==> src/pfg_sqrt.sv <==
// Pipelined integer square root, one result bit per register stage.
// Stand-alone; a sideband vector travels with each beat.
module pfg_sqrt #(
    parameter int RW  = 32,
    parameter int SBW = 1
) (
    input  logic            clk,
    input  logic            rst_n,
    input  logic            en,
    input  logic            vin,
    input  logic [2*RW-1:0] s,
    input  logic [SBW-1:0]  sb_in,
    output logic            vout,
    output logic [RW-1:0]   root,
    output logic [SBW-1:0]  sb_out
);

    logic [RW+1:0]   rem_s  [0:RW];
    logic [RW-1:0]   root_s [0:RW];
    logic [2*RW-1:0] rad_s  [0:RW];
    logic [SBW-1:0]  sb_s   [0:RW];
    logic            v_s    [0:RW];

    assign rem_s[0]  = '0;
    assign root_s[0] = '0;
    assign rad_s[0]  = s;
    assign sb_s[0]   = sb_in;
    assign v_s[0]    = vin;

    for (genvar i = 0; i < RW; i++)
    begin : g_stage
        logic [RW+1:0]   cur;
        logic [RW+1:0]   trial;
        logic            ge;
        logic [RW+1:0]   rem_next;
        logic [RW-1:0]   root_next;
        logic [RW+1:0]   rem_reg;
        logic [RW-1:0]   root_reg;
        logic [2*RW-1:0] rad_reg;
        logic [SBW-1:0]  sb_reg;
        logic            v_reg;

        assign cur       = {rem_s[i][RW-1:0], rad_s[i][2*RW-1 -: 2]};
        assign trial     = {root_s[i], 2'b01};
        assign ge        = (cur >= trial);
        assign rem_next  = ge ? (cur - trial) : cur;
        assign root_next = {root_s[i][RW-2:0], ge};

        always_ff @(posedge clk or negedge rst_n)
        begin
            if (!rst_n)
            begin
                v_reg <= 1'b0;
            end
            else if (en)
            begin
                v_reg <= v_s[i];
            end
        end

        always_ff @(posedge clk)
        begin
            if (en)
            begin
                rem_reg  <= rem_next;
                root_reg <= root_next;
                rad_reg  <= rad_s[i] << 2;
                sb_reg   <= sb_s[i];
            end
        end

        assign rem_s[i+1]  = rem_reg;
        assign root_s[i+1] = root_reg;
        assign rad_s[i+1]  = rad_reg;
        assign sb_s[i+1]   = sb_reg;
        assign v_s[i+1]    = v_reg;
    end

    assign vout   = v_s[RW];
    assign root   = root_s[RW];
    assign sb_out = sb_s[RW];

endmodule

==> config.mk <==
export PLATFORM = sky130hd
export DESIGN_NAME = pfg_sqrt
export DESIGN_NICKNAME = d
export VERILOG_FILES = /design/src/pfg_sqrt.sv
export SDC_FILE = /design/constraint.sdc
export NUM_CORES = 2
export LEC_CHECK = 0
export BUFFER_PORTS_ARGS = -buffer_cell sky130_fd_sc_hd__buf_2
export CAP_MARGIN = 10
export CELL_PAD_IN_SITES_DETAIL_PLACEMENT = 1
export CELL_PAD_IN_SITES_GLOBAL_PLACEMENT = 2
export CORE_ASPECT_RATIO = 1.5
export CORE_MARGIN = 2
export CORE_UTILIZATION = 40
export CTS_CLUSTER_SIZE = 10
export DETAILED_ROUTE_END_ITERATION = 10
export PLACE_DENSITY = 0.68
export SYNTH_ARGS = -nofsm -noshare
export SYNTH_HDL_FRONTEND = slang
export SYNTH_SLANG_ARGS = --single-unit
==> constraint.sdc <==
create_clock -name clk -period 9.6 [get_ports clk]
set_input_delay 0.48 -clock clk [delete_from_list [all_inputs] [get_ports clk]]
set_output_delay 0.48 -clock clk [all_outputs]
set_load 0.05 [all_outputs]
==> results.json <==
{
  "cts_setup_buffers": 0,
  "grt_remaining_overflow": 0,
  "synth_top_area_cell": "edfxtp_1",
  "rsz0062_at_grt": "false",
  "die_y_microns": 664,
  "p_sw_uw": 9250,
  "syn_avg_cell_area_sq_um": 13.3,
  "grt_max_degree": 183,
  "clockPowerShare_pct": 31.6,
  "setup_viol": 0,
  "drt_iter0_markers": 3117,
  "grt_pass1_vias": 73604,
  "critPathLaunchType": "flop",
  "ant_nets": 0,
  "hold_viol_final": 0,
  "yosys_warnings": 0,
  "gp_congestion": 0.865,
  "cts_sinks": 2530,
  "drv_cap": 0,
  "cts_root_buffer": "clkbuf_16",
  "layout.nets": 9714,
  "status": "finished, final reports clean",
  "synth_ff_type": "edfxtp_1",
  "crit_fanout": 22,
  "synth_cells": 8732,
  "endpoint_kind": "flop",
  "area_growth_syn_to_layout_pct": 12.1,
  "cts_tree": "done",
  "syn-num-nets": 9362,
  "synth_seq_cells": 2530,
  "synth.top_cell.area_share_pct": 64.7,
  "m1WireLength_microns": 97100,
  "slew_headroom_pct": 20.6,
  "fmax_mhz": 215,
  "drive_gt1_share_pct": 7.74,
  "syn_area_sq_mm": 0.116,
  "async_reset_ff_share_pct": 1.26,
  "post-route-period-util_pct": 48.4,
  "crit_required_ns": 10.24,
  "period_needed_ns": 4.65,
  "synth_common_cells": "2,498 x edfxtp_1, 676 x inv_1, 592 x nand2_1",
  "ir_drop_uv": 160,
  "p_leak_uw": 0.0493,
  "fillers": 29220,
  "p_int_uw": 22600,
  "hold_depth": 1,
  "die_x_microns": 444,
  "cp_data_arrival_time_ns": 5.28,
  "drc": 0,
  "clk_latency_ns": 0.88,
  "cts_max_path_buffers": 4,
  "min_path_type": "in -> reg",
  "antenna_found_initial": 3,
  "finalSetupTns_ns": 0,
  "clkTransAtPathRegs_ns": 0.06,
  "path_class": "reg -> reg",
  "port_buffers": 102,
  "vias_per_cell": 5.25,
  "ys_types": 97,
  "wl_met3_microns": 6870,
  "core_sq_mm": 0.289,
  "dp_hpwl_microns": 204000,
  "p_total_uw": 31800,
  "p_comb_share_pct": 21.0,
  "grt_pass1_wl_microns": 427000,
  "synth_area_leaders": "edfxtp_1 65%, ha_1 6.1%, xor2_1 3.0%",
  "highest_layer": "met4",
  "drv_slew": 0,
  "multi_input_area_sq_mm": 0.0370,
  "wl_met2_microns": 158000,
  "yosysMostFrequentCell": "edfxtp_1",
  "ff2ff_path_depth": 12,
  "cts_resized": 0,
  "cts_inserted_buffers": 302,
  "largest_reg_flops": 992,
  "worst_slew_pin_slew_ns": 1.19,
  "dr.pass1.iters": 5,
  "start_util_pct": 40.1,
  "via_count": 68011,
  "synth_edf_count": 2498,
  "p_seq_share_pct": 47.4,
  "swShare_pct": 29.0,
  "grt_use_total_pct": 18.6,
  "routedWlPerCell_microns": 21.3,
  "num_rows": 242,
  "regArea_sq_mm": 0.0758,
  "yosysSeqAreaShare_pct": 65.4,
  "finalWirelength_microns": 276000,
  "power_density_mw_per_mm2": 245,
  "htree_levels": 5,
  "fp.dieArea_sq_mm": 0.294,
  "io_pins": 103,
  "skew_ns": 0.0711
}
## final timing paths
check                                                   from                                 to  slack, ns
max                         g_stage[10].rem_reg[0]$_DFFE_PP_  g_stage[11].rem_reg[29]$_DFFE_PP_       4.95
min reg2reg                g_stage[13].rad_reg[55]$_DFFE_PP_  g_stage[14].rad_reg[57]$_DFFE_PP_       0.40
max reg2reg                 g_stage[10].rem_reg[0]$_DFFE_PP_  g_stage[11].rem_reg[29]$_DFFE_PP_       4.95
min in group asynchronous                              rst_n                   vout$_DFFE_PN0P_       0.21
max in group asynchronous                              rst_n      g_stage[16].v_reg$_DFFE_PN0P_       8.93
min                                                       en   g_stage[0].rad_reg[31]$_DFFE_PP_       0.06
## per-stage QoR
| step | area, sq um | hold WS, ns | std cells | utilization [%] | worst slack (ns) |
|---|---|---|---|---|---|
| after floorplan | 116000 | 0.184 | 8732 | - | 6.17 |
| after global placement | 121000 | 0.400 | 12494 | 41.9 | 5.13 |
| after detailed placement | 121000 | 0.405 | 12494 | 41.9 | 5.04 |
| after CTS | 130000 | 0.0810 | 12946 | 45.0 | 5.01 |
| after global routing | 130000 | 0.0693 | 12951 | 45.0 | 4.69 |
| final | 130000 | 0.0642 | 12952 | 45.0 | 4.95 |
## placed cells by master (no fill, tap or decap), types with 18 or more instances in the layout
cell           Yosys  routed
a211oi_1          41      40
a21boi_0          25      25
a21o_1           240     240
a21oi_1          488     483
a31oi_1           57      57
and2_1            26      26
and3_1            47      47
buf_2             21     101
buf_4              0      37
clkbuf_1         133      40
clkbuf_16          0     308
dfrtp_1           32      32
dlygate4sd3_1      0      68
edfxtp_1        2498    2498
ha_1             561     561
inv_1            676     676
mux2_2           133     133
nand2_1          592     592
nand2b_1         118     118
nand3_1          124     124
nand3b_1          29      29
nand4_1           92      92
nor2_1           442     440
nor2b_1           90      90
nor3_1           195     194
nor3b_1           18      18
nor4_1            99      98
o211ai_1          31      31
o21a_1            94      94
o21ai_0          490     489
o21bai_1          46      46
o31ai_1           58      58
or2_2             40      40
or3_1             84      84
or4_1             56      56
xnor2_1          386     386
xor2_1           403     403
## power groups by stage
| stage | Combinational (uW) | Sequential, uW | Clock [uW] |
|---|---|---|---|
| 4_1_cts | 6790 | 15200 | 10400 |
| 6_report | 6690 | 15100 | 10000 |
| 3_3_place_gp | 6620 | 15300 | 0 |
| 3_5_place_dp | 6730 | 15400 | 0 |
| 2_1_floorplan | 4780 | 14800 | 0 |
| 5_1_grt | 7460 | 15300 | 10800 |
## worst max-delay path, cell delays in order (launching register included)
cell and delay (ns):
edfxtp_1 0.40, ha_1 0.36, nor2b_1 0.14, o21ai_0 0.15, nand2b_1 0.13, a211oi_1 0.38
o31ai_1 0.23, a21boi_0 0.62, and3_1 0.89, inv_1 0.36, o211a_1 0.42, nand3b_1 0.19
xnor2_1 0.09
## layout make-up
type | count | area share, %
flip-flops and latches | 2530 | 58.3
repair buffers | 215 | 1.26
diodes | 6 | 0.0115
multi-input cells | 5353 | 28.5
well taps | 3782 | 3.64
clock inverters | 36 | 0.281
clock buffers | 348 | 6.04
inverters | 682 | 1.97
## per-layer routing
| metal | track usage, % | vias up |
|---|---|---|
| li1 | - | 32914 |
| met4 | 8.61 | 0 |
| met1 | 18.5 | 33716 |
| met3 | 2.37 | 536 |
| met2 | 37.4 | 845 |
| met5 | 0 | - |
## repair_timing
item / 4_1_cts / 5_1_grt
setup endpoints to repair: 0 / 0
endpoints found under the hold margin: 99 / 0
hold buffers: 68 / 0
## logic make-up (layout without fill, tap and decap cells)
logic type	count (synthesis)	count (layout)	share of synthesized area, %
AOI/OAI and AO/OA	1737	1737	9.27
xor gates and xnor gates	789	789	5.96
adders and majority gates	561	561	6.05
buffers and inverters	849	1281	2.78
DFF	2530	2530	65.4
muxes	144	144	1.39
other	1	7	0.00323
and+or+nand+nor	2121	2121	9.19
Power figures use the tool's default switching activity.
